`src/design/cst_pkg.sv`:
```
// shared types, constants and helpers for the csv stream tokenizer
package cst_pkg;

	localparam int HOLD_DEPTH     = 16;
	localparam int RUN_COUNT_BITS = 16;
	localparam int HOLD_AW        = $clog2(HOLD_DEPTH);
	localparam int HOLD_CW        = HOLD_AW + 1;
	localparam int RUN_W          = 16;
	localparam int QUEUE_DEPTH    = 4;
	localparam int QUEUE_AW       = $clog2(QUEUE_DEPTH);

	localparam logic [RUN_W-1:0] RUN_MAX =
		(RUN_COUNT_BITS >= RUN_W) ? {RUN_W{1'b1}} : RUN_W'((64'd1 << RUN_COUNT_BITS) - 64'd1);

	localparam logic [7:0] BOM_0   = 8'hEF;
	localparam logic [7:0] BOM_1   = 8'hBB;
	localparam logic [7:0] BOM_2   = 8'hBF;
	localparam logic [7:0] CH_QUOTE = 8'h22;
	localparam logic [7:0] CH_LF    = 8'h0A;
	localparam logic [7:0] CH_CR    = 8'h0D;
	localparam logic [7:0] CH_TAB   = 8'h09;
	localparam logic [7:0] CH_FF    = 8'h0C;
	localparam logic [7:0] CH_VT    = 8'h0B;
	localparam logic [7:0] CH_SPACE = 8'h20;

	localparam logic [1:0] CFG_SEP  = 2'd0;
	localparam logic [1:0] CFG_TRIM = 2'd1;
	localparam logic [1:0] CFG_HDR  = 2'd2;
	localparam logic [1:0] CFG_SKIP = 2'd3;

	localparam logic [2:0] KIND_BYTE  = 3'd0;
	localparam logic [2:0] KIND_CELL  = 3'd1;
	localparam logic [2:0] KIND_REC   = 3'd2;
	localparam logic [2:0] KIND_RUN   = 3'd3;
	localparam logic [2:0] KIND_OPENQ = 3'd4;
	localparam logic [2:0] KIND_OVF   = 3'd5;

	typedef struct packed {
		logic [7:0] ch;
		logic       fin;
		logic       quote;
		logic       sep;
		logic       lf;
		logic       cr;
		logic       ws;
	} entry_t;

	typedef struct packed {
		logic trim;
		logic hdr;
		logic skip;
	} cfg_t;

	function automatic logic is_ws(input logic [7:0] c);
		return c == CH_SPACE || c == CH_TAB || c == CH_LF || c == CH_CR ||
			c == CH_FF || c == CH_VT;
	endfunction

endpackage

```
`src/design/cst_front.sv`:
```
// front end: classifies input beats and queues them for the sequencer
module cst_front (
	input  logic                clk,
	input  logic                arst_n,
	input  logic                s_tvalid,
	output logic                s_tready,
	input  logic [7:0]          s_tdata,
	input  logic                s_tuser,
	input  logic [7:0]          sep,
	output logic                head_valid,
	output cst_pkg::entry_t     head,
	input  logic                pop
);

	cst_pkg::entry_t                 q_q [cst_pkg::QUEUE_DEPTH];
	logic [cst_pkg::QUEUE_AW-1:0]    wp_q;
	logic [cst_pkg::QUEUE_AW-1:0]    rp_q;
	logic [cst_pkg::QUEUE_AW:0]      cnt_q;
	cst_pkg::entry_t                 ent;
	logic                            push;
	logic                            do_pop;

	assign s_tready   = cnt_q != (cst_pkg::QUEUE_AW+1)'(cst_pkg::QUEUE_DEPTH);
	assign push       = s_tvalid && s_tready;
	assign head_valid = cnt_q != '0;
	assign do_pop     = pop && head_valid;
	assign head       = q_q[rp_q];

	always_comb begin
		ent.ch    = s_tdata;
		ent.fin   = s_tuser;
		ent.quote = s_tdata == cst_pkg::CH_QUOTE;
		ent.sep   = s_tdata == sep;
		ent.lf    = s_tdata == cst_pkg::CH_LF;
		ent.cr    = s_tdata == cst_pkg::CH_CR;
		ent.ws    = cst_pkg::is_ws(s_tdata);
	end

	always_ff @(posedge clk) begin
		if (push) begin
			q_q[wp_q] <= ent;
		end
	end

	always_ff @(posedge clk or negedge arst_n) begin
		if (!arst_n) begin
			wp_q  <= '0;
			rp_q  <= '0;
			cnt_q <= '0;
		end else begin
			if (push) begin
				wp_q <= wp_q + 1'b1;
			end
			if (do_pop) begin
				rp_q <= rp_q + 1'b1;
			end
			if (push && !do_pop) begin
				cnt_q <= cnt_q + 1'b1;
			end else if (!push && do_pop) begin
				cnt_q <= cnt_q - 1'b1;
			end
		end
	end

endmodule

```
`src/design/cst_back.sv`:
```
// back end: tokenizer state, sequencer that emits result beats, output register
module cst_back (
	input  logic             clk,
	input  logic             arst_n,
	input  cst_pkg::cfg_t    cfg,
	input  logic             head_valid,
	input  cst_pkg::entry_t  head,
	output logic             pop,
	output logic             m_tvalid,
	input  logic             m_tready,
	output logic [23:0]      m_tdata,
	output logic [3:0]       m_tuser,
	output logic             m_tlast
);

	typedef enum logic [3:0] {
		S_IDLE, S_DEC, S_E4, S_CRUN, S_BOM_A, S_BOM_B, S_HOLD, S_OVF,
		S_HELD, S_CH, S_EC2, S_EC3, S_ER, S_FIN
	} state_t;

	typedef enum logic [1:0] {
		M_PLAIN, M_QUOTED, M_QSEEN, M_AFTER_CR
	} mode_t;

	typedef struct packed {
		logic [2:0]              kind;
		logic [7:0]              b;
		logic [cst_pkg::RUN_W-1:0] count;
		logic                    hdr;
	} res_t;

	state_t                       state_q;
	state_t                       nxt_q;
	mode_t                        mode_q;
	cst_pkg::entry_t              e_q;
	logic                         er_q;
	logic                         rst_q;
	logic                         saw_q;
	logic                         first_q;
	logic                         rec_q;
	logic                         cell_q;
	logic [cst_pkg::RUN_W-1:0]    run_q;
	logic [1:0]                   bom_q;
	logic [7:0]                   held_q [cst_pkg::HOLD_DEPTH];
	logic [cst_pkg::HOLD_CW-1:0]  cnt_q;
	logic [cst_pkg::HOLD_AW-1:0]  hd_q;
	res_t                         pend_q;
	logic                         pend_v_q;
	res_t                         out_q;
	logic                         out_v_q;
	logic                         out_last_q;

	logic                         hdr_act;
	logic                         out_free;
	logic                         can_emit;
	logic                         emit_req;
	logic [2:0]                   e_kind;
	logic [7:0]                   e_byte;
	logic [cst_pkg::RUN_W-1:0]    e_count;
	logic                         go;
	logic [cst_pkg::HOLD_AW:0]    wr_sum;
	logic [cst_pkg::HOLD_AW-1:0]  wr_idx;
	logic [cst_pkg::HOLD_AW-1:0]  hd_inc;
	logic                         held_full;
	logic                         mem_we;
	logic [cst_pkg::HOLD_AW-1:0]  mem_wa;
	logic [7:0]                   bom_exp;
	logic                         bom_cond;
	logic                         deferrable;
	logic                         drop;
	logic                         content_go;

	assign hdr_act   = first_q && cfg.hdr;
	assign out_free  = !out_v_q || m_tready;
	assign can_emit  = !pend_v_q || out_free;
	assign held_full = cnt_q >= cst_pkg::HOLD_CW'(cst_pkg::HOLD_DEPTH);
	assign wr_sum    = {1'b0, hd_q} + (cst_pkg::HOLD_AW+1)'(cnt_q);
	assign wr_idx    = (wr_sum >= (cst_pkg::HOLD_AW+1)'(cst_pkg::HOLD_DEPTH)) ?
		cst_pkg::HOLD_AW'(wr_sum - (cst_pkg::HOLD_AW+1)'(cst_pkg::HOLD_DEPTH)) :
		cst_pkg::HOLD_AW'(wr_sum);
	assign hd_inc    = (hd_q == cst_pkg::HOLD_AW'(cst_pkg::HOLD_DEPTH - 1)) ? '0 :
		hd_q + 1'b1;
	assign bom_cond  = hdr_act && bom_q != 2'd3 && (bom_q != 2'd0 || !cell_q);
	assign deferrable = !cell_q && cfg.skip && !hdr_act && !rec_q;
	assign drop      = cfg.skip && !hdr_act && !rec_q && run_q != '0;
	assign content_go = !(cfg.trim && e_q.ws);
	assign pop       = state_q == S_IDLE && head_valid;

	assign m_tvalid = out_v_q;
	assign m_tdata  = {out_q.count, out_q.b};
	assign m_tuser  = {out_q.hdr, out_q.kind};
	assign m_tlast  = out_last_q;

	always_comb begin
		unique case (bom_q)
			2'd0:    bom_exp = cst_pkg::BOM_0;
			2'd1:    bom_exp = cst_pkg::BOM_1;
			default: bom_exp = cst_pkg::BOM_2;
		endcase
	end

	always_comb begin
		emit_req = 1'b0;
		e_kind   = cst_pkg::KIND_BYTE;
		e_byte   = '0;
		e_count  = '0;
		mem_we   = 1'b0;
		mem_wa   = wr_idx;
		unique case (state_q)
			S_E4: begin
				emit_req = 1'b1;
				e_kind   = cst_pkg::KIND_OPENQ;
			end
			S_CRUN: begin
				emit_req = run_q != '0;
				e_kind   = cst_pkg::KIND_RUN;
				e_count  = run_q;
			end
			S_BOM_A: begin
				emit_req = bom_q == 2'd1 || bom_q == 2'd2;
				e_byte   = cst_pkg::BOM_0;
			end
			S_BOM_B: begin
				emit_req = 1'b1;
				e_byte   = cst_pkg::BOM_1;
			end
			S_HOLD: begin
				emit_req = held_full;
				e_kind   = held_full ? cst_pkg::KIND_OVF : cst_pkg::KIND_BYTE;
				mem_we   = !held_full;
			end
			S_OVF: begin
				emit_req = 1'b1;
				e_byte   = held_q[hd_q];
				mem_we   = can_emit;
				mem_wa   = hd_q;
			end
			S_HELD: begin
				emit_req = cnt_q != '0;
				e_byte   = held_q[hd_q];
			end
			S_CH: begin
				emit_req = 1'b1;
				e_byte   = e_q.ch;
			end
			S_EC3: begin
				emit_req = 1'b1;
				if (run_q != '0) begin
					e_kind  = cst_pkg::KIND_RUN;
					e_count = run_q;
				end else begin
					e_kind  = cst_pkg::KIND_CELL;
				end
			end
			S_ER: begin
				emit_req = !drop;
				if (run_q != '0) begin
					e_kind  = cst_pkg::KIND_RUN;
					e_count = run_q;
				end else begin
					e_kind  = cst_pkg::KIND_REC;
				end
			end
			default: begin
			end
		endcase
		if (state_q == S_FIN) begin
			go = !pend_v_q || out_free;
		end else begin
			go = !emit_req || can_emit;
		end
	end

	always_ff @(posedge clk) begin
		if (mem_we) begin
			held_q[mem_wa] <= e_q.ch;
		end
	end

	always_ff @(posedge clk) begin
		if (pop) begin
			e_q <= head;
		end
	end

	always_ff @(posedge clk or negedge arst_n) begin
		if (!arst_n) begin
			state_q    <= S_IDLE;
			nxt_q      <= S_FIN;
			mode_q     <= M_PLAIN;
			er_q       <= 1'b0;
			rst_q      <= 1'b0;
			saw_q      <= 1'b0;
			first_q    <= 1'b1;
			rec_q      <= 1'b0;
			cell_q     <= 1'b0;
			run_q      <= '0;
			bom_q      <= 2'd0;
			cnt_q      <= '0;
			hd_q       <= '0;
			pend_q     <= '0;
			pend_v_q   <= 1'b0;
			out_q      <= '0;
			out_v_q    <= 1'b0;
			out_last_q <= 1'b0;
		end else begin
			if (out_v_q && m_tready) begin
				out_v_q <= 1'b0;
			end
			if (emit_req && go) begin
				pend_q.kind  <= e_kind;
				pend_q.b     <= e_byte;
				pend_q.count <= e_count;
				pend_q.hdr   <= hdr_act;
				pend_v_q     <= 1'b1;
				if (pend_v_q) begin
					out_q      <= pend_q;
					out_last_q <= 1'b0;
					out_v_q    <= 1'b1;
				end
			end
			if (go) begin
				unique case (state_q)
					S_IDLE: begin
						if (head_valid) begin
							state_q <= S_DEC;
						end
					end
					S_DEC: begin
						er_q  <= 1'b0;
						rst_q <= 1'b0;
						nxt_q <= S_HELD;
						if (e_q.fin) begin
							rst_q <= 1'b1;
							if (mode_q == M_QUOTED) begin
								state_q <= S_E4;
							end else if (saw_q) begin
								er_q    <= 1'b1;
								nxt_q   <= S_EC2;
								state_q <= S_BOM_A;
							end else begin
								state_q <= S_FIN;
							end
						end else if (mode_q == M_AFTER_CR && e_q.lf) begin
							mode_q  <= M_PLAIN;
							state_q <= S_FIN;
						end else begin
							saw_q <= 1'b1;
							if (mode_q == M_QUOTED && e_q.quote) begin
								mode_q  <= M_QSEEN;
								state_q <= S_FIN;
							end else if (mode_q == M_QUOTED ||
								(mode_q == M_QSEEN && e_q.quote)) begin
								mode_q <= M_QUOTED;
								if (content_go) begin
									state_q <= S_CRUN;
								end else if (!cell_q) begin
									state_q <= S_FIN;
								end else begin
									nxt_q   <= S_HOLD;
									state_q <= S_BOM_A;
								end
							end else begin
								mode_q <= M_PLAIN;
								if (e_q.quote) begin
									mode_q  <= M_QUOTED;
									state_q <= S_FIN;
								end else if (e_q.sep || e_q.lf || e_q.cr) begin
									er_q    <= !e_q.sep;
									nxt_q   <= S_EC2;
									state_q <= S_BOM_A;
									if (!e_q.sep && e_q.cr) begin
										mode_q <= M_AFTER_CR;
									end
								end else if (content_go) begin
									state_q <= S_CRUN;
								end else if (!cell_q) begin
									state_q <= S_FIN;
								end else begin
									nxt_q   <= S_HOLD;
									state_q <= S_BOM_A;
								end
							end
						end
					end
					S_E4: begin
						state_q <= S_FIN;
					end
					S_CRUN: begin
						if (run_q != '0) begin
							run_q <= '0;
						end else begin
							cell_q <= 1'b1;
							rec_q  <= 1'b1;
							if (bom_cond && e_q.ch == bom_exp) begin
								bom_q   <= bom_q + 1'b1;
								state_q <= S_FIN;
							end else begin
								nxt_q   <= S_HELD;
								state_q <= S_BOM_A;
							end
						end
					end
					S_BOM_A: begin
						if (bom_q == 2'd2) begin
							state_q <= S_BOM_B;
						end else begin
							if (bom_q == 2'd1) begin
								bom_q <= 2'd3;
							end
							state_q <= nxt_q;
						end
					end
					S_BOM_B: begin
						bom_q   <= 2'd3;
						state_q <= nxt_q;
					end
					S_HOLD: begin
						if (held_full) begin
							state_q <= S_OVF;
						end else begin
							cnt_q   <= cnt_q + 1'b1;
							state_q <= S_FIN;
						end
					end
					S_OVF: begin
						hd_q    <= hd_inc;
						state_q <= S_FIN;
					end
					S_HELD: begin
						if (cnt_q != '0) begin
							hd_q  <= hd_inc;
							cnt_q <= cnt_q - 1'b1;
						end else begin
							state_q <= S_CH;
						end
					end
					S_CH: begin
						state_q <= S_FIN;
					end
					S_EC2: begin
						cnt_q <= '0;
						bom_q <= 2'd3;
						if (deferrable) begin
							if (run_q != cst_pkg::RUN_MAX) begin
								run_q <= run_q + 1'b1;
							end
							cell_q  <= 1'b0;
							state_q <= er_q ? S_ER : S_FIN;
						end else begin
							state_q <= S_EC3;
						end
					end
					S_EC3: begin
						if (run_q != '0) begin
							run_q <= '0;
						end else begin
							cell_q  <= 1'b0;
							state_q <= er_q ? S_ER : S_FIN;
						end
					end
					S_ER: begin
						if (!drop && run_q != '0) begin
							run_q <= '0;
						end else begin
							run_q   <= '0;
							first_q <= 1'b0;
							rec_q   <= 1'b0;
							saw_q   <= 1'b0;
							state_q <= S_FIN;
						end
					end
					S_FIN: begin
						if (pend_v_q) begin
							out_q      <= pend_q;
							out_last_q <= 1'b1;
							out_v_q    <= 1'b1;
							pend_v_q   <= 1'b0;
						end
						if (rst_q) begin
							mode_q  <= M_PLAIN;
							saw_q   <= 1'b0;
							first_q <= 1'b1;
							rec_q   <= 1'b0;
							cell_q  <= 1'b0;
							run_q   <= '0;
							cnt_q   <= '0;
							bom_q   <= 2'd0;
						end
						rst_q   <= 1'b0;
						state_q <= S_IDLE;
					end
					default: begin
						state_q <= S_IDLE;
					end
				endcase
			end
		end
	end

endmodule

```
`src/design/csv_stream_tokenizer.sv`:
```
// top level of the csv stream tokenizer: configuration registers and the two halves
// path: a beat is queued, popped into the entry register and decoded by the sequencer; each
// result waits in a pending register and goes to the output register with the next or at the end
// one beat is decoded at a time, slowed by output stalls; the four-beat input queue absorbs the rest
// reset: asynchronous, clears queue, tokenizer state and registers to defaults; no clearing pass
module csv_stream_tokenizer (
	input  logic        clk,
	input  logic        arst_n,
	input  logic        s_tvalid,
	output logic        s_tready,
	input  logic [7:0]  s_tdata,   // in_byte
	input  logic        s_tuser,   // stream_end
	output logic        m_tvalid,
	input  logic        m_tready,
	output logic [23:0] m_tdata,   // out_byte, empty_run_count
	output logic [3:0]  m_tuser,   // item_kind, is_header
	output logic        m_tlast,
	input  logic        cfg_valid,
	output logic        cfg_ready,
	input  logic [1:0]  cfg_index,
	input  logic [7:0]  cfg_data
);

	logic [7:0]       sep_q;
	cst_pkg::cfg_t    cfg_q;
	logic             head_valid;
	cst_pkg::entry_t  head;
	logic             pop;

	assign cfg_ready = 1'b1;

	always_ff @(posedge clk or negedge arst_n) begin
		if (!arst_n) begin
			sep_q      <= 8'd44;
			cfg_q.trim <= 1'b0;
			cfg_q.hdr  <= 1'b1;
			cfg_q.skip <= 1'b0;
		end else if (cfg_valid) begin
			unique case (cfg_index)
				cst_pkg::CFG_SEP:  sep_q      <= cfg_data;
				cst_pkg::CFG_TRIM: cfg_q.trim <= cfg_data[0];
				cst_pkg::CFG_HDR:  cfg_q.hdr  <= cfg_data[0];
				cst_pkg::CFG_SKIP: cfg_q.skip <= cfg_data[0];
				default: begin
				end
			endcase
		end
	end

	cst_front u_front (
		.clk        (clk),
		.arst_n     (arst_n),
		.s_tvalid   (s_tvalid),
		.s_tready   (s_tready),
		.s_tdata    (s_tdata),
		.s_tuser    (s_tuser),
		.sep        (sep_q),
		.head_valid (head_valid),
		.head       (head),
		.pop        (pop)
	);

	cst_back u_back (
		.clk        (clk),
		.arst_n     (arst_n),
		.cfg        (cfg_q),
		.head_valid (head_valid),
		.head       (head),
		.pop        (pop),
		.m_tvalid   (m_tvalid),
		.m_tready   (m_tready),
		.m_tdata    (m_tdata),
		.m_tuser    (m_tuser),
		.m_tlast    (m_tlast)
	);

endmodule
```
`config.mk`:
```
export PLATFORM = sky130hd
export DESIGN_NAME = csv_stream_tokenizer
export DESIGN_NICKNAME = d
export VERILOG_FILES = /design/src/design/cst_pkg.sv /design/src/design/cst_front.sv /design/src/design/cst_back.sv /design/src/design/csv_stream_tokenizer.sv
export SDC_FILE = /design/constraint.sdc
export NUM_CORES = 1
export LEC_CHECK = 0
export ABC_AREA = 1
export BUFFER_PORTS_ARGS = -buffer_cell sky130_fd_sc_hd__buf_4
export CAP_MARGIN = 20
export CORE_MARGIN = 4
export CORE_UTILIZATION = 62
export DETAILED_ROUTE_END_ITERATION = 12
export PLACE_DENSITY = 0.81
export SLEW_MARGIN = 20
export SYNTH_ARGS = -nofsm -noshare
export SYNTH_HDL_FRONTEND = slang
export SYNTH_HIERARCHICAL = 1
export SYNTH_SLANG_ARGS = --single-unit
export TNS_END_PERCENT = 10
```
`constraint.sdc`:
```
create_clock -name clk -period 4.2 [get_ports clk]
set_clock_uncertainty 0.2 [all_clocks]
set_input_delay 0.63 -clock clk [delete_from_list [all_inputs] [get_ports clk]]
set_output_delay 0.63 -clock clk [all_outputs]
set_load 0.01 [all_outputs]
```
==> reports/qor.csv, run 1 <==
stage,metric,value,unit
layout,final_util,69.7,%
layout,drive_gt1_share,12.7,%
drt,first_pass_iters,5,
synthesis,async_flop_share,37.7,%
cts,clk_pin_slew,0.06,ns
floorplanning,dieArea,26700,um2
drt,drtAntennaViolNets,0,
drt,drc,0,
cts,max-clock-path-buffers,3,
cts,h-tree-depth,1,
grt,antenna_found_initial,0,
synthesis,synth_xor_area_share,1.58,%
floorplanning,core-area,23600,um2
place,post-dp-hpwl,22500,um
synthesis,ys.flop_type,edfxtp_1,
timing,hold_ws,-0.0113,ns
floorplanning,die_w,163,um
synthesis,ys_warn_count,6,
outcome,status,"complete, but fails checks",
grt,grt_pass1_wl,54900,um
setup_path,cp.buffers_inverters,1,
timing,drv_slew,0,
layout,n_antenna_cell,0,
setup_path,path_cells,"ha_1, inv_1, fa_1, or2_2, o21ai_0, nand3_1, nor2_1",
cts,cts_hold_buf,0,
synthesis,synthSimpleGateAreaFrac,21.1,%
floorplanning,fp.dieH,163,um
setup_path,regToRegEndpoint,u_back/held_q[2][2],
place,portBuffers,54,
synthesis,synth_edf_count,198,
setup_path,crit_type,reg2reg,
setup_path,crit_start,u_back/cnt_q[0],
floorplanning,start_util,63.3,%
cts,post-cts-setup-buffers,0,
setup_path,critPathSlowestCell,nor2_1,
synthesis,synth_top_family_by_area,simple AND/OR/NAND/NOR gates,
cts,clock_sinks,318,
grt,grt_pass1_vias,10700,
setup_path,cp_num_cells,7,
setup_path,critical_path_arrival,3.08,ns
timing,max_freq,326,MHz
synthesis,synth-compound-area-share,9.69,%
layout,area_growth,10.1,%
grt,grt_max_degree,74,
drt,vias,11100,
cts,cts_tree,yes,
min_path,hp-class,in2async,
timing,slew_headroom,39.6,%
timing,tightest_slew,0.906,ns
timing,rsz0062_at_grt,false,
timing,finalCriticalPeriod,3.07,ns
synthesis,synth_area,15000,um2
synthesis,synth_nets,1568,
setup_path,slowest_delay,0.64,ns
setup_path,r2r_slack,1.13,ns
setup_path,crit_fanout,8,
layout,finalNetCount,1611,
grt,grtUsageTotal,25.7,%
power,p_leak,6.90,nW
setup_path,crit_end,u_back/held_q[2][2],
drt,drt_iter0_markers,1037,
synthesis,synth_area_per_cell,9.83,um2
synthesis,synth_cell_types,47,
setup_path,crit_path_start_kind,register,
setup_path,worstRegToRegCells,7,
floorplanning,io-pin-count,56,
synthesis,synthAdderAreaFrac,2.08,%
outcome,violations,hold timing,
timing,fin_crit_sh,73.1,%
power,peakVddDrop,0.652,mV
timing,finalHoldViolations,6,
setup_path,cp-end-kind,register,
power,power.density,692,nW/um2
grt,grt-ovfl-total,0,
cts,cts_buffers,31,
synthesis,syn_inst,1521,
drt,wl_per_cell,17.8,um
synthesis,yosysSeqAreaShare,59.9,%
cts,cts.repair.resized,0,
drt,drt-total-wl,33900,um
place,place_congestion,0.971,
job,maxCapViolations,0,
drt,drt-vias-per-instance,5.81,
setup_path,reg2reg_from,u_back/cnt_q[0],
timing,fin_setup_tns,0,ns
setup_path,crit_family,simple AND/OR/NAND/NOR gates,
synthesis,synthMuxAreaShare,0,%
cts,cts_root_buffer,clkbuf_16,
setup_path,cp.required,4.21,ns
synthesis,ys_ff_latch,318,
layout,fillers,1771,
timing,setup_viol_count_final,0,
cts,clk_latency,0.57,ns
floorplanning,rows,56,
[synthesized netlist by cell type (3+ instances only)]
cell	n	share of area [%]
nor2_4	4	0.30
or2_2	3	0.13
o22ai_1	34	1.4
nor3_1	13	0.44
a21oi_1	21	0.70
nand2_4	13	0.98
nand4_1	35	1.5
inv_2	16	0.40
clkinv_1	3	0.075
dfrtp_1	112	19
fa_1	3	0.40
buf_6	9	0.68
xor2_1	22	1.3
o21ai_2	25	1.5
nor2_1	228	5.7
buf_2	14	0.47
buf_1	3	0.075
o211ai_1	5	0.25
nor2_2	5	0.21
ha_1	20	1.7
edfxtp_1	198	40
a211oi_1	6	0.30
nand2_1	297	7.5
nand3_1	96	3.2
inv_1	109	2.7
nand2_2	10	0.42
o21ai_0	125	4.2
dfstp_2	8	1.4
clkbuf_1	20	0.50
buf_4	9	0.45
o21ai_1	32	1.1
xnor2_1	5	0.29
[cells in the final DEF, fill, tap and decap left out, types with 2 or more instances in the layout]
cell / netlist / final
o21ai_2: 25 / 25
inv_2: 16 / 16
buf_12: 1 / 2
o21ai_0: 125 / 125
nor2_2: 5 / 5
o22ai_1: 34 / 34
nand2_1: 297 / 297
clkinv_1: 3 / 9
nand2_2: 10 / 10
nor2_1: 228 / 228
ha_1: 20 / 20
a31oi_1: 2 / 2
clkinv_2: 1 / 3
nand2_4: 13 / 13
nand3_1: 96 / 96
o211ai_1: 5 / 5
nor3_1: 13 / 13
dfstp_2: 8 / 8
clkinv_4: 0 / 2
a211oi_1: 6 / 6
edfxtp_1: 198 / 198
buf_4: 9 / 64
clkbuf_1: 20 / 10
xnor2_1: 5 / 5
dfrtp_1: 112 / 111
o21ai_1: 32 / 32
nor2_4: 4 / 4
nand4_1: 35 / 35
xor2_1: 22 / 22
inv_4: 2 / 2
clkbuf_8: 0 / 4
a21oi_1: 21 / 21
or2_2: 3 / 3
inv_1: 109 / 109
nand3_2: 2 / 2
fa_1: 3 / 3
clkbuf_16: 0 / 31
[worst register-to-register path, delay by kind of cell (launching register included)]
kind | cells | cell delay [ns]
simple gates | 3 | 1.20
fa+ha+maj | 2 | 0.64
flops | 1 | 0.45
compound gates | 1 | 0.14
buf+inv | 1 | 0.08
[metrics by stage]
| step | setup slack [ns] | cells | hold slack, ns | total power, mW | instance area (um2) |
|---|---|---|---|---|---|
| after floorplan | 1.29 | 1521 | 0.134 | 7.68 | 15000 |
| after global placement | 1.20 | 1850 | 0.253 | 8.64 | 15500 |
| after detailed placement | 1.15 | 1850 | 0.256 | 8.81 | 15500 |
| after CTS | 1.14 | 1906 | 0.0155 | 11.4 | 16500 |
| after global routing | 0.917 | 1906 | 0.0535 | 12.1 | 16500 |
| final | 1.13 | 1906 | -0.0113 | 11.4 | 16500 |
[cell type report]
type | instances | area (um2) | share of cell area (%)
multi-input cells | 1016 | 5150 | 31.3
flip-flops and latches | 318 | 8960 | 54.4
inverters | 131 | 498 | 3.02
clock buffers | 45 | 868 | 5.27
clock inverters | 11 | 70.1 | 0.426
well taps | 319 | 399 | 2.42
repair buffers | 66 | 520 | 3.16
[how the worst min path moves through the flow]
stage	slack, ns	to
2_1_floorplan	0.13	cfg_q[0]
3_3_place_gp	0.25	u_back/nxt_q[0]
3_5_place_dp	0.26	u_back/nxt_q[2]
4_1_cts	0.02	u_back/m_tdata[18]
5_1_grt	0.05	u_front/q_q[0][5]
6_report	-0.01	u_back/m_tdata[18]
[power by group]
part | internal [mW] | switching, mW
sequential | 4.05 | 0.594
combinational | 1.29 | 2.90
clock | 1.43 | 1.14
total | 6.77 | 4.63
[cells by family (layout without fill, tap and decap cells)]
kind of cell,after synthesis,count (layout)
adder cells (fa/ha/maj),23,23
AO/OA/AOI/OAI,254,254
AND/OR/NAND/NOR,711,711
XOR/XNOR,27,27
buffers and inverters,187,253
other,1,1
flip-flops,318,318
[metal layers]
| layer | share of wire [%] | global-route usage [%] |
|---|---|---|
| met1 | 41 | 35.5 |
| met2 | 48 | 41.9 |
| met3 | 8.2 | 4.19 |
| met4 | 3.1 | 8.73 |
| met5 | 0 | 0 |
[flip-flops by register name (all words and copies together), names as in the netlist, 5 cells and up]
signal,flops
u_back/m_tdata,24
u_back/run_q,16
u_front/q_q,56
u_back/cnt_q,5
u_back/pend_q,28
sep_q,8
u_back/held_q,128
u_back/e_q,14
Power figures use the tool's default switching activity.
==> inputs of run 2 (changes only) <==
clock period = 2.9 ns   (was 4.2 ns; I/O delays follow)
==> reports/qor.csv, run 2 (synthesized netlist as in run 1, its figures left out) <==
stage,metric,value,unit
layout,mostFrequentLayoutCells,"297 x nand2_1, 228 x nor2_1, 198 x edfxtp_1, 125 x o21ai_0, 111 x dfrtp_1",
setup_path,cp-end-kind,register,
floorplanning,rows,56,
cts,post-cts-setup-buffers,0,
layout,finalNetCount,1672,
setup_path,crit_type,reg2reg,
floorplanning,fp.dieH,163,um
layout,reg.largest.list,"u_back/held_q (128), u_front/q_q (56), u_back/pend_q (28)",
layout,stdcell_count,1969,
drt,drt-total-wl,35400,um
cts,cts_root_buffer,clkbuf_16,
setup_path,crit_path_start_kind,register,
place,dp_cells,1886,
grt,grt_max_degree,64,
min_path,hp-class,in2reg,
timing,max_freq,355,MHz
setup_path,critPathSlowestCell,dfrtp_1,
outcome,status,finished clean,
timing,finalWorstSetupSlack,0.0854,ns
timing,setup_viol_count_final,0,
drt,wl_per_cell,18.0,um
layout,largest_register_ffs,128,
layout,area_growth,14.0,%
setup_path,cp.required,2.97,ns
grt,grt_pass1_wl,57500,um
setup_path,slowest_delay,0.44,ns
timing,slew_headroom,61.3,%
layout,final_util,72.2,%
job,maxCapViolations,0,
power,p_leak,7.21,nW
grt,grt-ovfl-total,0,
layout,regMostFlops,u_back/held_q,
layout,n_antenna_cell,0,
place,pre_cts_ws,0.142,ns
setup_path,critical_path_arrival,2.88,ns
grt,grtUsageTotal,26.9,%
floorplanning,start_util,63.3,%
cts,clk_pin_slew,0.06,ns
power,peakVddDrop,0.720,mV
place,post-dp-hpwl,23600,um
timing,tightest_slew,0.576,ns
floorplanning,dieArea,26700,um2
power,total_power,16.9,mW
timing,drv_slew,0,
floorplanning,die_w,163,um
drt,drt_iter0_markers,1268,
drt,drc,0,
place,place_congestion,0.908,
layout,final_common_cell,nand2_1,
layout,drive_gt1_share,14.8,%
timing,hold_ws,0.0440,ns
cts,h-tree-depth,1,
grt,grt_pass1_vias,11200,
floorplanning,io-pin-count,56,
grt,antenna_found_initial,0,
cts,clock_sinks,318,
floorplanning,core-area,23600,um2
cts,cts_buffers,31,
timing,finalHoldViolations,0,
cts,clk_latency,0.56,ns
drt,vias,11400,
cts,max-clock-path-buffers,3,
drt,drt-vias-per-instance,5.78,
setup_path,crit_fanout,8,
power,power.density,992,nW/um2
timing,fin_crit_sh,97.1,%
setup_path,path_cells,"ha_1, inv_1, fa_1, or2_2, o21ai_0, nand3_1, nor2_1, buf_4",
drt,drtAntennaViolNets,0,
place,portBuffers,54,
drt,first_pass_iters,6,
cts,cts_tree,yes,
timing,finalCriticalPeriod,2.81,ns
-- run 2: metrics by stage --
step	TNS (ns)	instance area, um2
floorplan	-0.925	15000
global placement	0	15800
detailed placement	0	15800
CTS	0	17000
global route	-0.143	17000
finish	0	17000
-- run 2: final timing paths --
| path | start | endpoint | slack (ns) | depth (start not counted) |
|---|---|---|---|---|
| setup / recovery | u_back/cnt_q[0] | u_back/held_q[10][7] | 0.09 | 8 |
| hold / removal | s_tvalid | u_front/wp_q[0] | 0.04 | 3 |
| hold reg to reg | u_back/nxt_q[0] | u_back/nxt_q[0] | 0.28 | 2 |
| max in group asynchronous | arst_n | u_back/m_tdata[1] | 1.57 | 3 |
| setup reg to reg | u_back/cnt_q[0] | u_back/held_q[10][7] | 0.09 | 8 |
| min in group asynchronous | arst_n | u_back/m_tdata[17] | 0.17 | 2 |
-- run 2: per-layer routing --
metal	part of all wire, %	vias to the layer above	global-route usage (%)
met5	0	-	0
met3	8.2	87	3.94
met2	48	519	44.6
li1	-	5363	-
met4	3.1	0	8.35
met1	40	5411	37.3
-- run 2: cell type report --
cell class              instances  area [um2]
clock buffers                  44         865
clock inverters                14         116
fillers                      1638        6570
inverters                     131         498
multi-input cells            1016        5150
flip-flops and latches        318        8960
well taps                     319         399
repair buffers                127        1060
-- run 2: worst max-delay path: cells and delay by family, from the launching register on --
| family | cells | cell delay, ns |
|---|---|---|
| compound gates | 1 | 0.14 |
| simple gates | 3 | 0.80 |
| buf+inv | 2 | 0.27 |
| flops | 1 | 0.44 |
| fa+ha+maj | 2 | 0.68 |
-- run 2: power breakdown --
| group | switching, mW | leakage, nW | internal (mW) |
|---|---|---|---|
| combinational | 4.56 | 3.39 | 2.09 |
| sequential | 0.551 | 3.34 | 5.85 |
| clock | 1.67 | 0.485 | 2.18 |
-- run 2: timing repair --
item / in CTS / in global routing
hold buffers: 25 / 0
endpoints found under the setup margin: 0 / 4
hold endpoints to repair: 80 / 0
gates resized for setup: 0 / 1
==> inputs of run 3 (changes only) <==
SKIP_LAST_GASP = 1   (was default)
SYNTH_HIERARCHICAL = default   (was 1)
==> reports/qor.csv, run 3 <==
stage,metric,value,unit
synthesis,ys_ff_latch,318,
place,post-dp-hpwl,21900,um
min_path,min_to,u_back.m_tvalid,
layout,design_area,16900,um2
cts,cts_buffers,31,
place,place_congestion,0.912,
setup_path,cp.buffers_inverters,1,
setup_path,slowest_delay,0.57,ns
place,portBuffers,54,
place,postPlaceCellArea,15700,um2
setup_path,reg2reg_from,u_back.cnt_q[0],
synthesis,synth_area,14700,um2
timing,drv_slew,0,
setup_path,path_cells,"ha_1, inv_1, fa_1, xor2_1, nand2_1, o21ai_0, nand2_1, nor2_1",
grt,use_met1,36.1,%
synthesis,synth_top_area_share,40.5,%
floorplanning,start_util,62.7,%
outcome,status,finished clean,
synthesis,ys_warn_count,0,
setup_path,critical_path_arrival,2.76,ns
timing,slew_headroom,47.3,%
setup_path,crit_top_cell,nand2_1,
setup_path,regToRegEndpoint,u_back.held_q[8][1],
place,dp_cells,1904,
synthesis,syn_inst,1532,
power,power.density,986,nW/um2
synthesis,ys.flop_type,edfxtp_1,
synthesis,synth_edf_count,198,
floorplanning,rows,56,
floorplanning,die_w,162,um
synthesis,synth_top_cell_by_area,edfxtp_1,
drt,drtAntennaViolNets,0,
grt,grt_pass1_vias,10800,
setup_path,crit_fanout,8,
grt,use_met2,43.2,%
power,peakVddDrop,0.737,mV
grt,use_met3,2.92,%
floorplanning,core-area,23400,um2
drt,drt-vias-per-instance,5.66,
timing,finalHoldViolations,0,
synthesis,synth_area_leaders,"edfxtp_1 40%, dfrtp_1 19%, nand2_1 10%",
timing,rsz0062_at_grt,true,
setup_path,crit_path_start_kind,register,
layout,area_growth,15.3,%
synthesis,synth_nets,1578,
layout,stdcell_count,1986,
layout,final_common_cell,nand2_1,
setup_path,crit_family,simple AND/OR/NAND/NOR gates,
drt,drt-total-wl,33900,um
drt,vias,11200,
layout,finalNetCount,1689,
setup_path,r2r_slack,0.14,ns
job,maxCapViolations,0,
cts,cts_root_buffer,clkbuf_16,
drt,wl_per_cell,17.1,um
drt,drc,0,
layout,regMostFlops,u_back.held_q,
timing,setup_viol_count_final,0,
layout,largest_register_ffs,128,
grt,grt_max_degree,69,
synthesis,yosys.cell_count.top_type,nand2_1,
min_path,hold_path_depth,5,
cts,cts_tree,yes,
drt,first_pass_iters,6,
synthesis,synth_area_per_cell,9.58,um2
synthesis,async_flop_share,37.7,%
cts,clk_pin_slew,0.06,ns
cts,h-tree-depth,1,
grt,grt.busiest_layer,met2,
min_path,hp-class,in2reg,
floorplanning,io-pin-count,56,
layout,reg.largest.list,"u_back.held_q (128), u_front.q_q (56), u_back.pend_q (28)",
layout,n_antenna_cell,0,
timing,fin_crit_sh,95.1,%
synthesis,yosysSeqAreaShare,61.0,%
cts,clk_latency,0.57,ns
setup_path,worstRegToRegCells,8,
layout,mostFrequentLayoutCells,"404 x nand2_1, 240 x nor2_1, 198 x edfxtp_1, 136 x o21ai_0, 111 x dfrtp_1",
timing,max_freq,363,MHz
timing,fin_setup_tns,0,ns
floorplanning,dieArea,26200,um2
timing,finalCriticalPeriod,2.76,ns
cts,max-clock-path-buffers,3,
drt,drt_iter0_markers,1007,
timing,tightest_slew,0.783,ns
power,p_leak,7.34,nW
power,total_power,16.7,mW
setup_path,critPathSlowestCell,nor2_1,
setup_path,cp-end-kind,register,
grt,grt-ovfl-total,0,
synthesis,synth_common_cells,"404 x nand2_1, 242 x nor2_1, 198 x edfxtp_1",
min_path,hp-start,m_tready,
cts,clock_sinks,318,
grt,grtUsageTotal,25.8,%
layout,drive_gt1_share,13.0,%
synthesis,synth_cell_types,42,
setup_path,crit_type,reg2reg,
setup_path,cp.required,2.90,ns
floorplanning,fp.dieH,162,um
grt,antenna_found_initial,0,
grt,grt_pass1_wl,54700,um
[run 3: changes by cell type in the layout (fill, tap and decap cells not counted), moves of 11 or more]
cell,previous run,this run
o21ai_1,32,1
xnor2_1,5,16
o21ai_0,125,136
inv_1,109,92
o211ai_1,5,16
nor2_1,228,240
buf_4,98,110
a21oi_1,21,9
nand2_4,13,2
o21ai_2,25,5
nand2_1,297,404
nand3_1,96,75
o22ai_1,34,20
[run 3: timing repair]
item,in CTS,in global routing
hold buffers,25,0
endpoints found under the hold margin,91,0
buffers inserted,0,0
resized for setup,0,1
setup endpoints to repair,0,50
[run 3: kinds of logic (layout without fill, tap and decap cells)]
family          Yosys count  in the layout  share of synthesized area, %
flops                   318            318                          61.0
simple gates            796            796                          22.6
xor+xnor                 30             30                          1.79
compound gates          194            194                          7.37
mux                       8              8                         0.614
other cells               1              1                        0.0255
fa+ha+maj                22             22                          2.03
buf+inv                 163            298                          4.54
[run 3: how the worst max path moves through the flow]
| stage | end | cells after the start | startpoint | slack [ns] |
|---|---|---|---|---|
| detailed placement | u_back.held_q[5][1] | 9 | u_back.cnt_q[0] | 0.12 |
| finish | u_back.held_q[8][1] | 8 | u_back.cnt_q[0] | 0.14 |
| global route | u_back.held_q[9][6] | 5 | u_back.hd_q[0] | -0.04 |
| floorplan | u_back.held_q[10][0] | 8 | u_back.hd_q[1] | -0.03 |
| CTS | u_back.held_q[5][1] | 9 | u_back.cnt_q[0] | 0.07 |
| global placement | u_back.held_q[9][0] | 8 | u_back.hd_q[0] | 0.22 |
[run 3: per-stage QoR]
stage               hold WS (ns)  worst slack [ns]  utilization [%]
floorplan                -0.0606           -0.0271                -
global placement           0.244             0.220             67.0
detailed placement         0.258             0.124             67.0
CTS                       0.0911            0.0721             72.3
global route               0.134           -0.0440             72.3
finish                     0.101             0.141             72.3
[run 3: final cells by class]
cell class | count | area [um2]
fill | 1672 | 6480
inverter | 104 | 390
timing repair buffer | 137 | 1120
clock inverter | 17 | 178
sequential | 318 | 8960
tap | 319 | 399
multi-input combinational | 1051 | 5060
clock buffer | 40 | 820
[run 3: routing by layer]
| metal | vias to the layer above | part of all wire (%) |
|---|---|---|
| li1 | 5345 | - |
| met1 | 5397 | 42 |
| met2 | 417 | 49 |
| met3 | 83 | 6.2 |
| met4 | 0 | 2.7 |
| met5 | - | 0 |
[run 3: tightest hold or removal path: cells and delay by family]
family	cells	cell delay, ns
simple gates	2	0.08
buf+inv	3	0.30
[run 3: power by group]
group,internal (mW),switching (mW),leakage (nW)
sequential,5.82,0.483,3.35
combinational,2.09,4.37,3.50
clock,2.27,1.68,0.493
total,10.2,6.53,7.34
